**config.mk**
```make
export PLATFORM = sky130hd
export DESIGN_NAME = key_event_reporter_with_heartbeat
export DESIGN_NICKNAME = d
export VERILOG_FILES = /design/src/sv/kerh_pkg.sv /design/src/sv/kerh_queue.sv /design/src/sv/kerh_front.sv /design/src/sv/kerh_back.sv /design/src/sv/key_event_reporter_with_heartbeat.sv
export SDC_FILE = /design/constraint.sdc
export NUM_CORES = 1
export LEC_CHECK = 0
export BUFFER_PORTS_ARGS = -buffer_cell sky130_fd_sc_hd__buf_4
export CORE_MARGIN = 5
export CORE_UTILIZATION = 61
export CTS_CLUSTER_DIAMETER = 100
export DETAILED_ROUTE_END_ITERATION = 6
export GPL_TIMING_DRIVEN = 0
export HOLD_SLACK_MARGIN = 0.08
export PLACE_DENSITY_LB_ADDON = 0.2
export SYNTH_ARGS = -nofsm -noshare
export SYNTH_HDL_FRONTEND = slang
export SYNTH_HIERARCHICAL = 1
export SYNTH_SLANG_ARGS = --single-unit
export TNS_END_PERCENT = 100
```
**constraint.sdc**
```tcl
create_clock -name i_clk -period 5.1 [get_ports i_clk]
set_input_delay 0.255 -clock i_clk [delete_from_list [all_inputs] [get_ports i_clk]]
set_output_delay 0.255 -clock i_clk [all_outputs]
set_load 0.02 [all_outputs]
```
**src/sv/kerh_pkg.sv**
```systemverilog
// ----------------------------------------------------------------------------
// kerh_pkg
// Types, frame tables and codes of the key event reporter.
// ----------------------------------------------------------------------------
package kerh_pkg;

    localparam int KEY_COUNT  = 7;
    localparam int HB_LEN     = 5;
    localparam int EV_MAX_LEN = 7;
    localparam int QDEPTH     = 2;

    localparam logic [19:0] CNT_MAX         = 20'hFFFFF;
    localparam logic [19:0] TIMEOUT_RESET   = 20'd10000;
    localparam logic [9:0]  SCAN_RESET      = 10'd100;

    localparam logic [7:0] RX_START = 8'hCA;
    localparam logic [7:0] RX_END   = 8'hAC;
    localparam logic [7:0] EV_START = 8'hBA;
    localparam logic [7:0] EV_END   = 8'hAB;

    // door1 and door2 read active low
    localparam logic [KEY_COUNT-1:0] INV_MASK = 7'b0011000;

    // configuration register indexes
    localparam logic [1:0] CFG_TIMEOUT = 2'd0;
    localparam logic [1:0] CFG_SCAN    = 2'd1;

    localparam logic [7:0] HB_FRAME [HB_LEN] = '{8'hCA, 8'h10, 8'h00, 8'h10, 8'hAC};

    localparam logic [2:0] EV_LEN [KEY_COUNT] =
        '{3'd6, 3'd6, 3'd6, 3'd7, 3'd7, 3'd6, 3'd6};

    // [key][release][byte]
    localparam logic [7:0] EV_FRAME [KEY_COUNT][2][EV_MAX_LEN] = '{
        '{'{8'hBA, 8'h11, 8'h01, 8'h01, 8'h13, 8'hAB, 8'h00},
          '{8'hBA, 8'h11, 8'h01, 8'h02, 8'h14, 8'hAB, 8'h00}},
        '{'{8'hBA, 8'h12, 8'h01, 8'h01, 8'h14, 8'hAB, 8'h00},
          '{8'hBA, 8'h12, 8'h01, 8'h02, 8'h15, 8'hAB, 8'h00}},
        '{'{8'hBA, 8'h17, 8'h01, 8'h01, 8'h19, 8'hAB, 8'h00},
          '{8'hBA, 8'h17, 8'h01, 8'h02, 8'h20, 8'hAB, 8'h00}},
        '{'{8'hBA, 8'h13, 8'h02, 8'h01, 8'h01, 8'h17, 8'hAB},
          '{8'hBA, 8'h13, 8'h02, 8'h01, 8'h02, 8'h18, 8'hAB}},
        '{'{8'hBA, 8'h13, 8'h02, 8'h02, 8'h01, 8'h18, 8'hAB},
          '{8'hBA, 8'h13, 8'h02, 8'h02, 8'h02, 8'h19, 8'hAB}},
        '{'{8'hBA, 8'h14, 8'h01, 8'h01, 8'h16, 8'hAB, 8'h00},
          '{8'hBA, 8'h14, 8'h01, 8'h02, 8'h17, 8'hAB, 8'h00}},
        '{'{8'hBA, 8'h15, 8'h01, 8'h01, 8'h17, 8'hAB, 8'h00},
          '{8'hBA, 8'h15, 8'h01, 8'h02, 8'h18, 8'hAB, 8'h00}}
    };

    // work handed from the front to the back for one tick
    typedef struct packed {
        logic                 hb;
        logic [KEY_COUNT-1:0] press;
        logic [KEY_COUNT-1:0] release_k;
    } t_job;

endpackage

```
**src/sv/kerh_queue.sv**
```systemverilog
// ----------------------------------------------------------------------------
// kerh_queue
// Two-entry job queue between the front and the back.
// ----------------------------------------------------------------------------
module kerh_queue (
    input  logic          i_clk,
    input  logic          i_rst_n,
    input  logic          i_push,
    input  kerh_pkg::t_job i_job,
    output logic          o_full,
    input  logic          i_pop,
    output logic          o_empty,
    output kerh_pkg::t_job o_job
);
    import kerh_pkg::*;

    t_job       r_mem [QDEPTH];
    logic       r_wr_ptr;
    logic       r_rd_ptr;
    logic [1:0] r_count;

    assign o_full  = (r_count == 2'(QDEPTH));
    assign o_empty = (r_count == 2'd0);
    assign o_job   = r_mem[r_rd_ptr];

    always_ff @(posedge i_clk) begin
        if (i_push) begin
            r_mem[r_wr_ptr] <= i_job;
        end
    end

    always_ff @(posedge i_clk) begin
        if (!i_rst_n) begin
            r_wr_ptr <= 1'b0;
            r_rd_ptr <= 1'b0;
            r_count  <= 2'd0;
        end else begin
            if (i_push) begin
                r_wr_ptr <= ~r_wr_ptr;
            end
            if (i_pop) begin
                r_rd_ptr <= ~r_rd_ptr;
            end
            if (i_push && !i_pop) begin
                r_count <= r_count + 2'd1;
            end else if (i_pop && !i_push) begin
                r_count <= r_count - 2'd1;
            end
        end
    end

endmodule

```
**src/sv/kerh_front.sv**
```systemverilog
// ----------------------------------------------------------------------------
// kerh_front
// Accepts ticks and link bytes, runs the heartbeat receiver, the watchdog and
// the key scan, and issues one job per tick that has frames to send.
// ----------------------------------------------------------------------------
module kerh_front #(
    parameter int NUM_KEYS     = 7,
    parameter int MAX_RX_FRAME = 32
) (
    input  logic                            i_clk,
    input  logic                            i_rst_n,
    input  logic                            i_cfg_we,
    input  logic [1:0]                      i_cfg_idx,
    input  logic [19:0]                     i_cfg_data,
    input  logic                            i_valid,
    output logic                            o_stall,
    input  logic                            i_opcode,
    input  logic [kerh_pkg::KEY_COUNT-1:0]  i_key_down,
    input  logic [7:0]                      i_rx_byte,
    input  logic                            i_full,
    output logic                            o_push,
    output kerh_pkg::t_job                  o_job
);
    import kerh_pkg::*;

    localparam int SCAN_KEYS = (NUM_KEYS < KEY_COUNT) ? NUM_KEYS : KEY_COUNT;
    localparam logic [KEY_COUNT-1:0] KEY_MASK = KEY_COUNT'((1 << SCAN_KEYS) - 1);
    localparam logic [5:0] RX_LIMIT = 6'(MAX_RX_FRAME);

    logic [19:0]          r_timeout;
    logic [9:0]           r_period;
    logic [19:0]          r_silence;
    logic [9:0]           r_phase;
    logic                 r_armed;
    logic [KEY_COUNT-1:0] r_held;
    logic                 r_in_frame;
    logic [5:0]           r_pos;
    logic                 r_matching;

    logic                 accept;
    logic                 is_tick;
    logic [19:0]          sil_inc;
    logic                 fire;
    logic [9:0]           phase_inc;
    logic                 scan;
    logic [KEY_COUNT-1:0] active;
    logic [5:0]           pos_inc;
    logic                 byte_ok;
    logic                 match_next;
    logic                 hb_ok;

    assign o_stall = i_full;
    assign accept  = i_valid && !i_full;
    assign is_tick = !i_opcode;

    assign sil_inc   = (r_silence != CNT_MAX) ? r_silence + 20'd1 : r_silence;
    assign fire      = r_armed && (sil_inc > r_timeout);
    assign phase_inc = r_phase + 10'd1;
    assign scan      = (phase_inc >= r_period);
    assign active    = (i_key_down ^ INV_MASK) & KEY_MASK;

    assign o_job.hb        = fire;
    assign o_job.press     = scan ? (active & ~r_held) : '0;
    assign o_job.release_k = scan ? (~active & r_held) : '0;
    assign o_push = accept && is_tick &&
                    (o_job.hb || (o_job.press != '0) || (o_job.release_k != '0));

    assign pos_inc    = r_pos + 6'd1;
    assign byte_ok    = (r_pos < 6'(HB_LEN)) && (i_rx_byte == HB_FRAME[r_pos[2:0]]);
    assign match_next = r_matching && byte_ok;
    assign hb_ok      = match_next && (pos_inc == 6'(HB_LEN));

    always_ff @(posedge i_clk) begin
        if (!i_rst_n) begin
            r_timeout  <= TIMEOUT_RESET;
            r_period   <= SCAN_RESET;
            r_silence  <= '0;
            r_phase    <= 10'd1;
            r_armed    <= 1'b0;
            r_held     <= '0;
            r_in_frame <= 1'b0;
            r_pos      <= '0;
            r_matching <= 1'b0;
        end else begin
            if (i_cfg_we) begin
                unique case (i_cfg_idx)
                    CFG_TIMEOUT: r_timeout <= i_cfg_data;
                    CFG_SCAN:    r_period  <= i_cfg_data[9:0];
                    default: ;
                endcase
            end
            if (accept && is_tick) begin
                r_silence <= fire ? '0 : sil_inc;
                if (fire) begin
                    r_armed <= 1'b0;
                end
                r_phase <= scan ? '0 : phase_inc;
                if (scan) begin
                    r_held <= active;
                end
            end else if (accept) begin
                if (!r_in_frame) begin
                    if (i_rx_byte == RX_START) begin
                        r_in_frame <= 1'b1;
                        r_pos      <= 6'd1;
                        r_matching <= 1'b1;
                    end
                end else if (i_rx_byte == RX_END) begin
                    if (hb_ok) begin
                        r_silence <= '0;
                        r_armed   <= 1'b1;
                    end
                    r_in_frame <= 1'b0;
                    r_pos      <= '0;
                    r_matching <= 1'b0;
                end else if (pos_inc >= RX_LIMIT) begin
                    r_in_frame <= 1'b0;
                    r_pos      <= '0;
                    r_matching <= 1'b0;
                end else begin
                    r_pos      <= pos_inc;
                    r_matching <= match_next;
                end
            end
        end
    end

endmodule

```
**src/sv/kerh_back.sv**
```systemverilog
// ----------------------------------------------------------------------------
// kerh_back
// Expands one job into heartbeat and key event frame bytes, one byte per
// cycle while the output is not stalled, into the output register.
// ----------------------------------------------------------------------------
module kerh_back (
    input  logic           i_clk,
    input  logic           i_rst_n,
    input  logic           i_empty,
    input  kerh_pkg::t_job i_job,
    output logic           o_pop,
    output logic           o_valid,
    input  logic           i_stall,
    output logic [7:0]     o_tx_byte,
    output logic           o_frame_end,
    output logic           o_run_last,
    output logic           o_reboot_pulse
);
    import kerh_pkg::*;

    logic                 r_hb;
    logic [KEY_COUNT-1:0] r_keys;
    logic [KEY_COUNT-1:0] r_rel;
    logic [2:0]           r_bi;
    logic                 r_o_valid;
    logic [7:0]           r_o_byte;
    logic                 r_o_end;
    logic                 r_o_last;
    logic                 r_o_pulse;

    logic                 idle;
    logic                 advance;
    logic [2:0]           cur_k;
    logic [KEY_COUNT-1:0] keys_left;
    logic [7:0]           n_byte;
    logic                 n_end;
    logic                 n_last;
    logic                 n_pulse;

    function automatic logic [2:0] lowest_key(input logic [KEY_COUNT-1:0] m);
        logic [2:0] k;
        k = '0;
        for (int i = KEY_COUNT - 1; i >= 0; i--) begin
            if (m[i]) begin
                k = 3'(i);
            end
        end
        return k;
    endfunction

    assign idle    = !r_hb && (r_keys == '0);
    assign advance = !r_o_valid || !i_stall;
    assign o_pop   = idle && !i_empty;
    assign cur_k   = lowest_key(r_keys);

    always_comb begin
        keys_left        = r_keys;
        keys_left[cur_k] = 1'b0;
        if (r_hb) begin
            n_byte  = HB_FRAME[r_bi];
            n_end   = (r_bi == 3'(HB_LEN - 1));
            n_pulse = (r_bi == 3'd0);
            n_last  = n_end && (r_keys == '0);
        end else begin
            n_byte  = EV_FRAME[cur_k][r_rel[cur_k]][r_bi];
            n_end   = (r_bi == EV_LEN[cur_k] - 3'd1);
            n_pulse = 1'b0;
            n_last  = n_end && (keys_left == '0);
        end
    end

    always_ff @(posedge i_clk) begin
        if (!i_rst_n) begin
            r_hb      <= 1'b0;
            r_keys    <= '0;
            r_rel     <= '0;
            r_bi      <= '0;
            r_o_valid <= 1'b0;
        end else begin
            if (o_pop) begin
                r_hb   <= i_job.hb;
                r_keys <= i_job.press | i_job.release_k;
                r_rel  <= i_job.release_k;
                r_bi   <= '0;
            end else if (!idle && advance) begin
                if (n_end) begin
                    r_bi <= '0;
                    if (r_hb) begin
                        r_hb <= 1'b0;
                    end else begin
                        r_keys <= keys_left;
                    end
                end else begin
                    r_bi <= r_bi + 3'd1;
                end
            end
            if (advance) begin
                r_o_valid <= !idle;
            end
        end
    end

    always_ff @(posedge i_clk) begin
        if (advance) begin
            r_o_byte  <= n_byte;
            r_o_end   <= n_end;
            r_o_last  <= n_last;
            r_o_pulse <= n_pulse;
        end
    end

    assign o_valid        = r_o_valid;
    assign o_tx_byte      = r_o_byte;
    assign o_frame_end    = r_o_end;
    assign o_run_last     = r_o_last;
    assign o_reboot_pulse = r_o_pulse;

endmodule

```
**src/sv/key_event_reporter_with_heartbeat.sv**
```systemverilog
// ----------------------------------------------------------------------------
// key_event_reporter_with_heartbeat
// Key event reporter with heartbeat watchdog: top level.
// ----------------------------------------------------------------------------
// Ticks and link bytes are accepted back to back while the two-entry job
// queue has room, and a link byte or a quiet tick leaves nothing behind. A
// tick that has frames to send queues one job; the back end then emits its
// bytes at one byte per cycle while the output is not stalled (5 for a
// watchdog heartbeat, 6 or 7 per key event, at most 49), and it loads the
// next job from the queue only once it is idle. The output register sets
// the rate, and the input stalls only when two jobs are already waiting.
module key_event_reporter_with_heartbeat #(
    parameter int NUM_KEYS     = 7,
    parameter int MAX_RX_FRAME = 32
) (
    input  logic                           i_clk,
    input  logic                           i_rst_n,
    input  logic                           i_cfg_we,
    input  logic [1:0]                     i_cfg_idx,
    input  logic [19:0]                    i_cfg_data,
    input  logic                           i_valid,
    output logic                           o_stall,
    input  logic                           i_opcode,
    input  logic [kerh_pkg::KEY_COUNT-1:0] i_key_down,
    input  logic [7:0]                     i_rx_byte,
    output logic                           o_valid,
    input  logic                           i_stall,
    output logic [7:0]                     o_tx_byte,
    output logic                           o_frame_end,
    output logic                           o_run_last,
    output logic                           o_reboot_pulse
);
    import kerh_pkg::*;

    t_job push_job;
    t_job pop_job;
    logic push;
    logic pop;
    logic full;
    logic empty;

    kerh_front #(
        .NUM_KEYS     (NUM_KEYS),
        .MAX_RX_FRAME (MAX_RX_FRAME)
    ) u_front (
        .i_clk      (i_clk),
        .i_rst_n    (i_rst_n),
        .i_cfg_we   (i_cfg_we),
        .i_cfg_idx  (i_cfg_idx),
        .i_cfg_data (i_cfg_data),
        .i_valid    (i_valid),
        .o_stall    (o_stall),
        .i_opcode   (i_opcode),
        .i_key_down (i_key_down),
        .i_rx_byte  (i_rx_byte),
        .i_full     (full),
        .o_push     (push),
        .o_job      (push_job)
    );

    kerh_queue u_queue (
        .i_clk   (i_clk),
        .i_rst_n (i_rst_n),
        .i_push  (push),
        .i_job   (push_job),
        .o_full  (full),
        .i_pop   (pop),
        .o_empty (empty),
        .o_job   (pop_job)
    );

    kerh_back u_back (
        .i_clk          (i_clk),
        .i_rst_n        (i_rst_n),
        .i_empty        (empty),
        .i_job          (pop_job),
        .o_pop          (pop),
        .o_valid        (o_valid),
        .i_stall        (i_stall),
        .o_tx_byte      (o_tx_byte),
        .o_frame_end    (o_frame_end),
        .o_run_last     (o_run_last),
        .o_reboot_pulse (o_reboot_pulse)
    );

endmodule

```
Yosys cells after proc, flatten, opt, wreduce, memory -nomap -nowiden
Memory sizes are Yosys's and may differ from the RTL's. A register that Yosys moved wholly into a read port is not among the register bits.
Index checks and enable logic that the tools add are counted.
W data, S select, Z words.
{"block": "totals", "out_inout_bits": 13, "ramBits": 30, "wordCells": 192, "in_bits": 43, "rom_bits": 1048, "memories": 5, "register_bits": 110}
{"block": "op_classes", "bitwise_logic": 16, "n_lt_le_gt_ge": 10, "n_eq_ne": 11, "mux": 70, "n_reduce_logical": 52, "add_sub_neg": 7}
{"memory": "(name not given)", "depth": 8, "word_bits": 112, "read_ports": 1, "rd_clocked_by_memory_dff": 0, "wr": 0, "line_no": "kerh_back.sv:65", "source": "n_byte = EV_FRAME[cur_k][r_rel[cur_k]][r_bi];"}
{"memory": "(name not given)", "depth": 8, "word_bits": 8, "read_ports": 1, "rd_clocked_by_memory_dff": 0, "wr": 0, "line_no": "kerh_front.sv:69", "source": "assign byte_ok = (r_pos < 6'(HB_LEN)) && (i_rx_byte == HB_FRAME[r_pos[2:0]]);"}
{"memory": "(name not given)", "depth": 8, "word_bits": 8, "read_ports": 1, "rd_clocked_by_memory_dff": 0, "wr": 0, "line_no": "kerh_back.sv:60", "source": "n_byte = HB_FRAME[r_bi];"}
{"memory": "u_queue.r_mem", "depth": 2, "word_bits": 15, "read_ports": 1, "rd_clocked_by_memory_dff": 1, "wr": 1, "line_no": "kerh_queue.sv:17", "source": "t_job r_mem [QDEPTH];"}
{"memory": "(name not given)", "depth": 8, "word_bits": 3, "read_ports": 1, "rd_clocked_by_memory_dff": 0, "wr": 0, "line_no": "kerh_back.sv:66", "source": "n_end = (r_bi == EV_LEN[cur_k] - 3'd1);"}
{"op": "$mux W112", "count": 2}
{"op": "$mux W56", "count": 3}
{"op": "$mux W20", "count": 7}
{"op": "$mux W8", "count": 7}
{"op": "$mux W7", "count": 6}
{"op": "$mux W3", "count": 10}
{"op": "$mux W1", "count": 25}
{"op": "$bmux W8 S3", "count": 1}
{"op": "$mux W6", "count": 4}
{"op": "$and A7 B7 Y7", "count": 3}
{"op": "$not A7 Y7", "count": 3}
{"op": "$add A20 B1 Y20 const B", "count": 1}
{"op": "$gt A20 B20 Y1", "count": 1}
{"op": "$ne A20 B20 Y1 const B", "count": 1}
{"op": "$eq A8 B8 Y1 const B", "count": 2}
{"op": "$reduce_bool A2 Y1", "count": 8}
{"op": "$logic_and A1 B1 Y1", "count": 15}
{"op": "$logic_not A7 Y1", "count": 2}
{"op": "$reduce_bool A7 Y1", "count": 2}
{"op": "$ge A4 B4 Y1 const B", "count": 3}
{"op": "$not A3 Y4", "count": 3}
{"op": "$add A10 B1 Y10 const B", "count": 1}
{"op": "$ge A10 B10 Y1", "count": 1}
{"op": "$mux W10", "count": 1}
{"op": "other kinds (34)", "count": 54}

Longest topological paths before layout
Gate-level depths: netlist of run 1.
{"block": "logic_depth", "ltp_word": 18, "mapped_depth": 17, "mapped_depth_nobuf": 17}

Modules after synthesis
Netlist of run 1, hierarchy kept.
{"module": "kerh_front", "instances": 1, "area_each_um2": 4588.2, "cells_per_inst": 571}
{"module": "kerh_back", "instances": 1, "area_each_um2": 2013.2, "cells_per_inst": 242}
{"module": "kerh_queue", "instances": 1, "area_each_um2": 1301.2, "cells_per_inst": 69}

Worst setup path before layout of run 1
OpenSTA, ideal clock, no wires.
{"block": "synth_path", "path_type": "register to register", "startpoint": "register u_front.r_silence[0]", "endpoint": "memory u_queue/r_mem[0][0] (netlist bit), enable pin", "setup_time_ns": 0.390, "arrival_ns": 3.631, "stages_incl_launch_ff": 15, "path_slack_ns": 1.079, "t_required_ns": 4.710, "synth_period_minus_slack_ns": 4.021, "n_path_buf": 0, "path_cell_list": "dfxtp_1 ha_1 nand4_1 or4_4 and4_4 and3_1 xor2_1 ha_1 nand4_1 nand4bb_1 a21oi_1 nor3b_1 a21oi_1 o21a_1 nor2b_1"}
{"block": "synth_between", "elab_chain_cells": 9, "elab_cells_between_ends": 10}
{"item": "from (decl)", "line_no": "kerh_front.sv:32", "source": "logic [19:0] r_silence;"}
{"item": "from (signal assigned)", "line_no": "kerh_front.sv:93", "source": "r_silence <= fire ? '0 : sil_inc;"}
{"item": "$add A20 B1 Y20 or $ne A20 B20 Y1 (tied branches)", "line_no": "kerh_front.sv:56", "source": "assign sil_inc = (r_silence != CNT_MAX) ? r_silence + 20'd1 : r_silence;"}
{"item": "$mux W20 *", "line_no": "kerh_front.sv:56"}
{"item": "$gt A20 B20 Y1 *", "line_no": "kerh_front.sv:57", "source": "assign fire = r_armed && (sil_inc > r_timeout);"}
{"item": "$logic_and A1 B1 Y1 *", "line_no": "kerh_front.sv:57"}
{"item": "net u_front.fire", "line_no": "kerh_front.sv:43", "source": "logic fire;"}
{"item": "$logic_or A1 B1 Y1 * (2 in series)", "line_no": "kerh_front.sv:66", "source": "(o_job.hb || (o_job.press != '0) || (o_job.release_k != '0));"}
{"item": "$logic_and A1 B1 Y1 *", "line_no": "kerh_front.sv:65", "source": "assign o_push = accept && is_tick &&"}
{"item": "net push", "line_no": "key_event_reporter_with_heartbeat.sv:37", "source": "logic push;"}
{"item": "$mux W1 *", "line_no": "kerh_queue.sv:27", "source": "if (i_push) begin"}
{"item": "$mux W1 (implied by the code) *", "line_no": "kerh_queue.sv:28", "source": "r_mem[r_wr_ptr] <= i_job;"}
{"item": "to (decl)", "line_no": "kerh_queue.sv:17"}
Mark *: on every way through the listed nets, which the timed path passes. The rest lies on a longest branch.

Final worst setup path of run 1
{"block": "layout_path", "startpoint": "register u_front.r_silence[0]", "endpoint": "memory u_queue/r_mem[0][4] (netlist bit), enable pin"}
Same word-level chain as after synthesis.

==> flow_summary.toml, run 1 <==
[synthesis]
ys_warn_count = 6
synth-edff-count = 41
synth.top_cells.by_count = "127 x nand2_1, 100 x dfxtp_1, 69 x a21oi_1"
yosysTopAreaCell = "dfxtp_1"
async_flop_share_pct = 0
syn_inst = 882
yosysMostFrequentCell = "nand2_1"
netlist_area_um2 = 7903
synth_flop_cell = "dfxtp_1"
ys_types = 84
synth.top_cells.by_area = "dfxtp_1 25%, edfxtp_1 16%, ha_1 6.3%, nand2_1 6.0%, a21oi_1 4.4%"
synthesis.nets = 965
synth_top_area_share_pct = 25.33
synth-seq-cells = 141
avgSynthCellArea_um2 = 8.960
synth_seq_area_share_pct = 40.91

[die]
die_x_um = 123.8
start_util_pct = 62.37
die_area_um2 = 15330
fp.dieH_um = 123.8
io_pins = 56
core_area_um2 = 12670
rows = 41

[flow_run]
maxCapViolCount = 0

[clock_tree]
cts.sinks = 141
clock_latency_ps = 420
cts_tree = "done"
cts_buffers = 17
cts_resized = 0
clk_path_buf_depth = 2
cts_htree_levels = 4
clk_pin_slew_worst_paths_ps = 60
cts_hold_buf = 16
root_buffer = "clkbuf_16"
postCtsSetupBuffers = 0

[timing]
max_freq_mhz = 223.0
rsz0062_at_grt = "false"
hold_viol = 0
slew_viol_final = 0
fin_crit_ps = 4484
tightest_slew_ps = 779.5
fin_setup_tns_ps = 0
fin_crit_sh_pct = 87.93
fin_ws_ps = 615.6
relSlewSlack_pct = 47.80
finalSetupViolations = 0
fin_skew_ps = 6.689

[layout]
final_core_util_pct = 73.29
syn2layout_area_growth_pct = 17.51
nNetsFinal = 1055
drive_gt1_share_pct = 15.33
diodes = 0

[route]
dr.pass1.iters = 5
ant_nets = 0
vias = 6782
via_per_inst = 5.862
wire_per_inst_um = 15.84
drt_iter0_markers = 601
drc_errors = 0
routed_wl_um = 18320

[placement]
place_hpwl_um = 13310
place_ws_ps = 233.6
port_buffers = 55
gp_congestion = 0.8956

[global_route]
antenna_found_initial = 0
grt_util_met3_pct = 4.541
first_global_vias = 6406
grtUsageMet1_pct = 31.56
grt_use_met2_pct = 42.58
grt_busiest_layer = "met2"
grt_usage_pct = 25.13
grt_max_degree = 17
globalRouteOverflowTotal = 0
grt_pass1_wl_um = 30280

[worst_setup_path]
r2r_start = "u_front/r_silence[0]"
crit_fanout = 16
required_ps = 5150
path_cells = "ha_1, nand4_1, or4_4, and4_4, and3_1, xor2_1, ha_1, nand4_1, nand4bb_1, a21oi_1, nor3b_1, a21oi_1, o21a_1, nor2b_2"
criticalPathCategory = "register to register"
cpPeakStageDelay_ps = 670
end_kind = "register"
reg2reg_to = "u_queue/r_mem[0][4]"
rrSetupSlack_ps = 620
critPathArrivalTime_ps = 4530
start_kind = "register"
critPathSlowestCell = "nor2b_2"
reg2regPathDepth = 14

[worst_hold_path]
hold_class = "primary input to register"
hold_path.startpoint = "i_cfg_data[18]"
min_to = "u_front/r_timeout[18]"
holdPathStages = 3

[power]
power_density_nw_per_um2 = 390.2
ir_drop_mv = 0.2294
p_leak_nw = 3.639

[run_status]
status = "complete, no violations"
-- kinds of logic (layout without fill, tap and decap cells) --
logic type | count (synthesis) | count (layout) | synth area share, %
and+or+nand+nor | 332 | 332 | 21.68
DFF | 141 | 141 | 40.91
muxes | 28 | 28 | 3.847
xor gates and xnor gates | 26 | 26 | 2.882
adders and majority gates | 41 | 41 | 6.460
AOI/OAI and AO/OA | 220 | 220 | 18.70
buffers and inverters | 94 | 197 | 5.525
-- per-stage QoR --
step                      total power [mW]  area, um^2  cells  hold WS [ps]
after global routing                 3.809        9286   1157         92.02
after detailed placement             2.398        8531   1109         448.0
after global placement               2.383        8531   1109         443.8
after floorplan                      2.107        7903    882         350.6
final                                3.623        9286   1157         97.28
after CTS                            3.627        9284   1157         82.71
-- metal layers --
metal  wire (um)  vias to the layer above
met5           0                        -
met4         433                        0
met3         833                       38
met2        9021                      194
met1        8034                     3181
li1            -                     3369
-- registers in the layout, indices dropped and copies added (netlist names), 2 cells and up, named ones only --
name / count
u_queue/r_count: 2
u_queue/r_mem: 30
u_front/r_timeout: 20
u_back/r_bi: 3
u_front/r_pos: 6
u_front/r_phase: 10
u_back/r_rel: 7
u_back/o_tx_byte: 8
u_front/r_held: 7
u_front/r_silence: 20
u_front/r_period: 10
u_back/r_keys: 7
-- cell type report --
class / count / area [um^2]
clock inverters: 14 / 163.9
plain buffers: 44 / 249.0
flip-flops and latches: 141 / 3233
repair buffers: 71 / 573.1
inverters: 50 / 187.7
well taps: 172 / 215.2
clock buffers: 18 / 429.2
multi-input cells: 647 / 4235
fillers: 946 / 3385
-- where the power goes --
part	switching (mW)	leakage [nW]	total (mW)	internal (mW)
Combinational	0.644	2.12	1.09	0.444
Sequential	0.0586	1.24	1.31	1.25
Clock	0.494	0.279	1.22	0.729
-- worst max-delay path by stage --
stage                         start                   end  slack (ps)  cells past startpoint
3_3_place_gp   u_front/r_silence[0]  u_queue/r_mem[0][13]         270                     14
4_1_cts        u_front/r_silence[0]  u_queue/r_mem[0][11]         230                     14
5_1_grt        u_front/r_silence[0]   u_queue/r_mem[0][8]         350                     14
3_5_place_dp   u_front/r_silence[0]  u_queue/r_mem[0][11]         230                     14
2_1_floorplan  u_front/r_silence[0]   u_queue/r_mem[0][0]        1080                     14
6_report       u_front/r_silence[0]   u_queue/r_mem[0][4]         620                     14
-- critical path, delay by kind of cell, from the launching register on --
family	cells	cell delay, ps
AND/OR/NAND/NOR	8	2160
AO/OA/AOI/OAI	3	680
adder cells (fa/ha/maj)	2	640
flip-flops	1	470
XOR/XNOR	1	160
-- cells in the final DEF (no fill, tap or decap), drive strengths merged, types with 9 or more instances in the layout --
master / synthesis / layout
nor2b: 9 / 9
o21ai: 34 / 34
ha: 40 / 40
o21a: 10 / 10
mux2i: 9 / 9
buf: 24 / 79
nor2: 51 / 51
inv: 49 / 52
nand2b: 9 / 9
or3: 9 / 9
dfxtp: 100 / 100
nand3: 27 / 27
dlygate4sd3: 0 / 16
xor2: 11 / 11
and3: 15 / 15
clkbuf: 20 / 38
edfxtp: 41 / 41
mux2: 19 / 19
nand4: 12 / 12
xnor2: 15 / 15
nor3: 20 / 20
a22o: 19 / 19
a21boi: 16 / 16
a21oi: 70 / 70
o211ai: 16 / 16
nand2: 127 / 127
(Power assumes the default switching activity.)
==> run 2: changes to the inputs <==
--- a/config.mk
+++ b/config.mk
@@ -12,7 +12,7 @@
 export DETAILED_ROUTE_END_ITERATION = 6
 export GPL_TIMING_DRIVEN = 0
 export HOLD_SLACK_MARGIN = 0.08
-export PLACE_DENSITY_LB_ADDON = 0.2
+export PLACE_DENSITY = 0.91
 export SYNTH_ARGS = -nofsm -noshare
 export SYNTH_HDL_FRONTEND = slang
 export SYNTH_HIERARCHICAL = 1
==> constraint.sdc (replaced) <==
create_clock -name i_clk -period 5.05 [get_ports i_clk]
set_input_delay 0.2525 -clock i_clk [delete_from_list [all_inputs] [get_ports i_clk]]
set_output_delay 0.2525 -clock i_clk [all_outputs]
set_load 0.02 [all_outputs]
==> run 2 against run 1 <==
  * Clock-buffer cell count increased by 9
  * Sequential share of layout area decreased by 0.32 points
  * Sequential power about the same
  * Cell count increased by 0.52%
  * Die area unchanged
  * Wire length increased by 6.3%
  * Combinational power about the same
  * Clock power increased by 4%
  * Power increased by 2.5%
==> flow_summary.toml, run 2 (synthesis gave the netlist of run 1 again) <==
[timing]
hold_viol = 0
fin_hold_ws_ps = 93.67
fin_crit_ps = 4518
fin_ws_ps = 531.8
fin_crit_sh_pct = 89.47
finalSetupViolations = 0
max_freq_mhz = 221.3
slew_viol_final = 0
rsz0062_at_grt = "false"
relSlewSlack_pct = 44.55
fin_setup_tns_ps = 0
tightest_slew_ps = 828.0
fin_skew_ps = 9.324

[worst_setup_path]
end_kind = "register"
criticalPathCategory = "register to register"
required_ps = 5100
cpPeakStageDelay_ps = 710
start_kind = "register"
r2r_start = "u_front/r_silence[0]"
reg2reg_to = "u_queue/r_mem[0][11]"
reg2regPathDepth = 14
critPathArrivalTime_ps = 4570
crit_fanout = 16
critPathSlowestCell = "nor2b_2"
rrSetupSlack_ps = 530
path_cells = "ha_1, nand4_1, or4_4, and4_4, and3_1, xor2_1, ha_1, nand4_1, nand4bb_1, a21oi_1, nor3b_1, a21oi_1, o21a_1, nor2b_2"

[layout]
final_cell_mix = "127 x nand2_1, 100 x dfxtp_1, 69 x a21oi_1, 64 x buf_4, 49 x nor2_1"
final_cell_count_no_fill = 1163
drive_gt1_share_pct = 15.25
top_regs = "u_queue/r_mem x30, u_front/r_silence x20, u_front/r_timeout x20"
final_cell_area_um2 = 9373
fill_cells = 846
final_core_util_pct = 73.97
largest_register_ffs = 30
nNetsFinal = 1060
top_register = "u_queue/r_mem"
syn2layout_area_growth_pct = 18.60
mostFrequentLayoutCell = "nand2_1"

[power]
ir_drop_mv = 0.2681
p_leak_nw = 3.680
power_density_nw_per_um2 = 396.1
finalPower_mw = 3.713

[global_route]
grt_max_degree = 17
grt_usage_pct = 26.36
grt_pass1_wl_um = 31830
antenna_found_initial = 0
first_global_vias = 6737
globalRouteOverflowTotal = 0

[placement]
gp_congestion = 0.9651
place_hpwl_um = 13400
placed_cell_area_um2 = 8531
port_buffers = 55
place_ws_ps = 105.6
dp.cells = 1109

[worst_hold_path]
hold_path.startpoint = "i_key_down[2]"
holdPathStages = 3
min_to = "u_front/r_held[2]"
hold_class = "primary input to register"

[route]
vias = 7062
drc_errors = 0
routed_wl_um = 19470
wire_per_inst_um = 16.74
dr.pass1.iters = 5
ant_nets = 0
drt_iter0_markers = 783
via_per_inst = 6.072

[clock_tree]
cts_buffers = 17
cts_htree_levels = 4
clk_pin_slew_worst_paths_ps = 60
clock_latency_ps = 420
clk_path_buf_depth = 2
cts_resized = 0
root_buffer = "clkbuf_16"
cts.sinks = 141
cts_tree = "done"

[die]
fp.dieH_um = 123.8
io_pins = 56
die_x_um = 123.8
start_util_pct = 62.37
rows = 41
core_area_um2 = 12670
die_area_um2 = 15330

[run_status]
status = "complete, no violations"

[flow_run]
maxCapViolCount = 0
==> run 2: cell types whose count changed in the layout (fill, tap and decap cells not counted), sizes merged <==
cell and change:
diode +1, dlygate4sd3 +5, clkinv -4, clkbuf +9, bufinv -2, inv -3
==> run 2: worst max-delay path by stage <==
stage	slack [ps]	depth (start not counted)	start	end
after floorplan	1030	14	u_front/r_silence[0]	u_queue/r_mem[0][0]
after global placement	340	14	u_front/r_silence[0]	u_queue/r_mem[0][13]
after detailed placement	110	14	u_front/r_silence[0]	u_queue/r_mem[0][13]
after CTS	100	14	u_front/r_silence[0]	u_queue/r_mem[0][13]
after global routing	280	14	u_front/r_silence[0]	u_queue/r_mem[0][11]
final	530	14	u_front/r_silence[0]	u_queue/r_mem[0][11]
==> run 2: worst max-delay path: cells and delay by family, from the launching register on <==
family	cells	cell delay (ps)
and+or+nand+nor	8	2180
AOI/OAI and AO/OA	3	690
adders and majority gates	2	630
DFF	1	470
xor gates and xnor gates	1	160
==> run 2: final cells by class <==
class | count | area [um^2] | area share [%]
clock buffers | 27 | 586.8 | 6.261
inverters | 50 | 187.7 | 2.002
repair buffers | 76 | 623.1 | 6.648
well taps | 172 | 215.2 | 2.296
flip-flops and latches | 141 | 3233 | 34.49
diodes | 1 | 2.502 | 0.02670
multi-input cells | 647 | 4235 | 45.19
plain buffers | 44 | 249.0 | 2.657
clock inverters | 5 | 40.04 | 0.4272
==> run 2: what timing repair did <==
item,4_1_cts,5_1_grt
setup buffers,0,0
hold buffers,21,0
endpoints found under the hold margin,22,0
==> run 2: layer usage <==
metal / vias to the layer above / global-route usage, % / wire, um
li1: 3386 / - / -
met1: 3317 / 31.26 / 7922
met2: 298 / 45.08 / 9635
met3: 61 / 6.085 / 1287
met4: 0 / 12.46 / 628
met5: - / 0 / 0
==> run 2: report_power, final <==
| part | internal (mW) | switching (mW) |
|---|---|---|
| sequential | 1.27 | 0.0605 |
| clock | 0.797 | 0.472 |
| combinational | 0.451 | 0.666 |
| total | 2.51 | 1.20 |
==> run 3: changes to the inputs <==
--- a/config.mk
+++ b/config.mk
@@ -12,7 +12,9 @@
 export DETAILED_ROUTE_END_ITERATION = 6
 export GPL_TIMING_DRIVEN = 0
 export HOLD_SLACK_MARGIN = 0.08
+export MAX_ROUTING_LAYER = met4
 export PLACE_DENSITY = 0.91
+export REMOVE_ABC_BUFFERS = 1
 export SYNTH_ARGS = -nofsm -noshare
 export SYNTH_HDL_FRONTEND = slang
 export SYNTH_HIERARCHICAL = 1
==> constraint.sdc (replaced) <==
create_clock -name i_clk -period 5 [get_ports i_clk]
set_input_delay 0.25 -clock i_clk [delete_from_list [all_inputs] [get_ports i_clk]]
set_output_delay 0.25 -clock i_clk [all_outputs]
set_load 0.02 [all_outputs]
==> run 3 against run 2 <==
  * Cell count fell by 3.9%
  * Cell area fell by 3.2%
  * Clock power fell by 5%
  * Via count fell by 3.8%
==> flow_summary.toml, run 3 (synthesis gave the netlist of run 1 again) <==
[route]
via_per_inst = 6.080
routed_wl_um = 18110
drt_iter0_markers = 679
drc_errors = 0
vias = 6797
ant_nets = 0
dr.pass1.iters = 5
wire_per_inst_um = 16.20

[layout]
largest_register_ffs = 30
fill_cells = 882
nNetsFinal = 1015
mostFrequentLayoutCell = "nand2_1"
multi_input_area_um2 = 4245
top_regs = "u_queue/r_mem x30, u_front/r_silence x20, u_front/r_timeout x20"
drive_gt1_share_pct = 14.07
top_register = "u_queue/r_mem"
final_cell_count_no_fill = 1118
final_cell_mix = "127 x nand2_1, 100 x dfxtp_1, 69 x a21oi_1, 55 x buf_4, 49 x nor2_1"
seq_area_um2 = 3233
syn2layout_area_growth_pct = 14.79

[global_route]
grt_max_degree = 46
grt_pass1_wl_um = 29990
grt_usage_pct = 25.24
first_global_vias = 6508
globalRouteOverflowTotal = 0
antenna_found_initial = 0

[power]
pwr-share-clk_pct = 33.7
ir_drop_mv = 0.2296
p_sw_share_pct = 32.59
p_int_mw = 2.412
power_density_nw_per_um2 = 394.4
power.share.combinational_pct = 27.4
p_leak_nw = 3.521
power.net_switching_mw = 1.166
pwr-share-seq_pct = 38.9

[die]
die_area_um2 = 15330
fp.dieH_um = 123.8
core_area_um2 = 12670
die_x_um = 123.8
start_util_pct = 62.37
io_pins = 56
rows = 41

[timing]
hold_viol = 0
tightest_slew_ps = 845.4
finalSetupViolations = 0
slew_viol_final = 0
relSlewSlack_pct = 43.38
max_freq_mhz = 209.6
fin_skew_ps = 7.644
rsz0062_at_grt = "false"
fin_crit_sh_pct = 95.43
fin_setup_tns_ps = 0
fin_crit_ps = 4772

[clock_tree]
clk_path_buf_depth = 2
cts_tree = "done"
root_buffer = "clkbuf_16"
cts_buffers = 17
clock_latency_ps = 420
clk_pin_slew_worst_paths_ps = 60
cts_htree_levels = 4
cts.sinks = 141
postCtsSetupBuffers = 0

[worst_setup_path]
reg2regPathDepth = 14
critPathArrivalTime_ps = 5120
required_ps = 5340
crit_fanout = 22
rrSetupSlack_ps = 230
start_kind = "register"
end_kind = "register"
criticalPathCategory = "register to register"
r2r_start = "u_front/r_phase[0]"
reg2reg_to = "u_queue/r_count[1]"

[worst_hold_path]
min_to = "u_front/r_held[5]"
hold_path.startpoint = "i_key_down[5]"
hold_class = "primary input to register"
holdPathStages = 3

[flow_run]
maxCapViolCount = 0

[placement]
dp.cells = 1067
gp_congestion = 0.9409
place_hpwl_um = 12300
port_buffers = 55

[run_status]
status = "complete, no violations"
==> run 3: metal layers <==
metal | global-route usage, % | part of all wire [%] | up-vias
met5 | - | 0 | -
met1 | 29.64 | 43 | 3239
met3 | 5.631 | 5.2 | 51
met4 | 11.90 | 3.0 | 0
met2 | 41.23 | 49 | 220
li1 | - | - | 3287
==> run 3: power groups by stage <==
stage	Clock [mW]	Combinational (mW)	Sequential, mW
global route	1.29	1.07	1.40
floorplan	0	0.643	1.43
detailed placement	0	0.939	1.41
finish	1.21	0.981	1.39
CTS	1.22	0.962	1.39
global placement	0	0.919	1.41
==> run 3: per-stage QoR <==
step / setup WS, ps / utilization [%] / hold slack (ps) / power (mW) / area (um^2)
CTS: 338.1 / 71.45 / 82.49 / 3.576 / 9054
global route: 7.821 / 71.57 / 91.75 / 3.766 / 9069
floorplan: 957.2 / - / 338.9 / 2.071 / 7654
finish: 228.3 / 71.59 / 98.63 / 3.577 / 9071
detailed placement: 25.33 / 65.62 / 447.5 / 2.352 / 8314
global placement: 39.06 / 65.36 / 442.8 / 2.327 / 8282
==> run 3: how the worst max path moves through the flow <==
stage	from	endpoint	slack (ps)
after global routing	u_front/r_phase[0]	u_queue/r_mem[0][12]	8
final	u_front/r_phase[0]	u_queue/r_count[1]	230
after detailed placement	u_front/r_phase[0]	u_queue/r_mem[0][11]	30
after floorplan	u_front/r_silence[0]	u_queue/r_mem[0][0]	960
after CTS	u_front/r_phase[0]	u_queue/r_count[1]	340
after global placement	u_front/r_phase[0]	u_queue/r_mem[0][11]	40
==> run 3: area by class of cell <==
class / count / area share (%)
multi-input combinational: 647 / 46.80
clock buffer: 19 / 4.883
tap: 172 / 2.372
inverter: 50 / 2.069
timing repair buffer: 75 / 6.841
clock inverter: 13 / 1.366
sequential: 141 / 35.64
antenna: 1 / 0.02759
==> run 3: repair_timing <==
action,CTS,global route
hold buffers,17,0
endpoints found under the hold margin,17,0
endpoints found under the setup margin,15,0
gates resized for setup,1,0
==> run 3: critical path, stage by stage (launching register included) <==
cell,delay (ps)
dfxtp_1,410
ha_1,240
and3_1,250
nand3_1,180
or2_2,340
xnor2_1,150
ha_1,210
a2111oi_0,560
o211ai_1,350
nand2_1,670
a41oi_1,170
o21a_1,270
ha_1,350
or3_1,370
a21boi_1,160
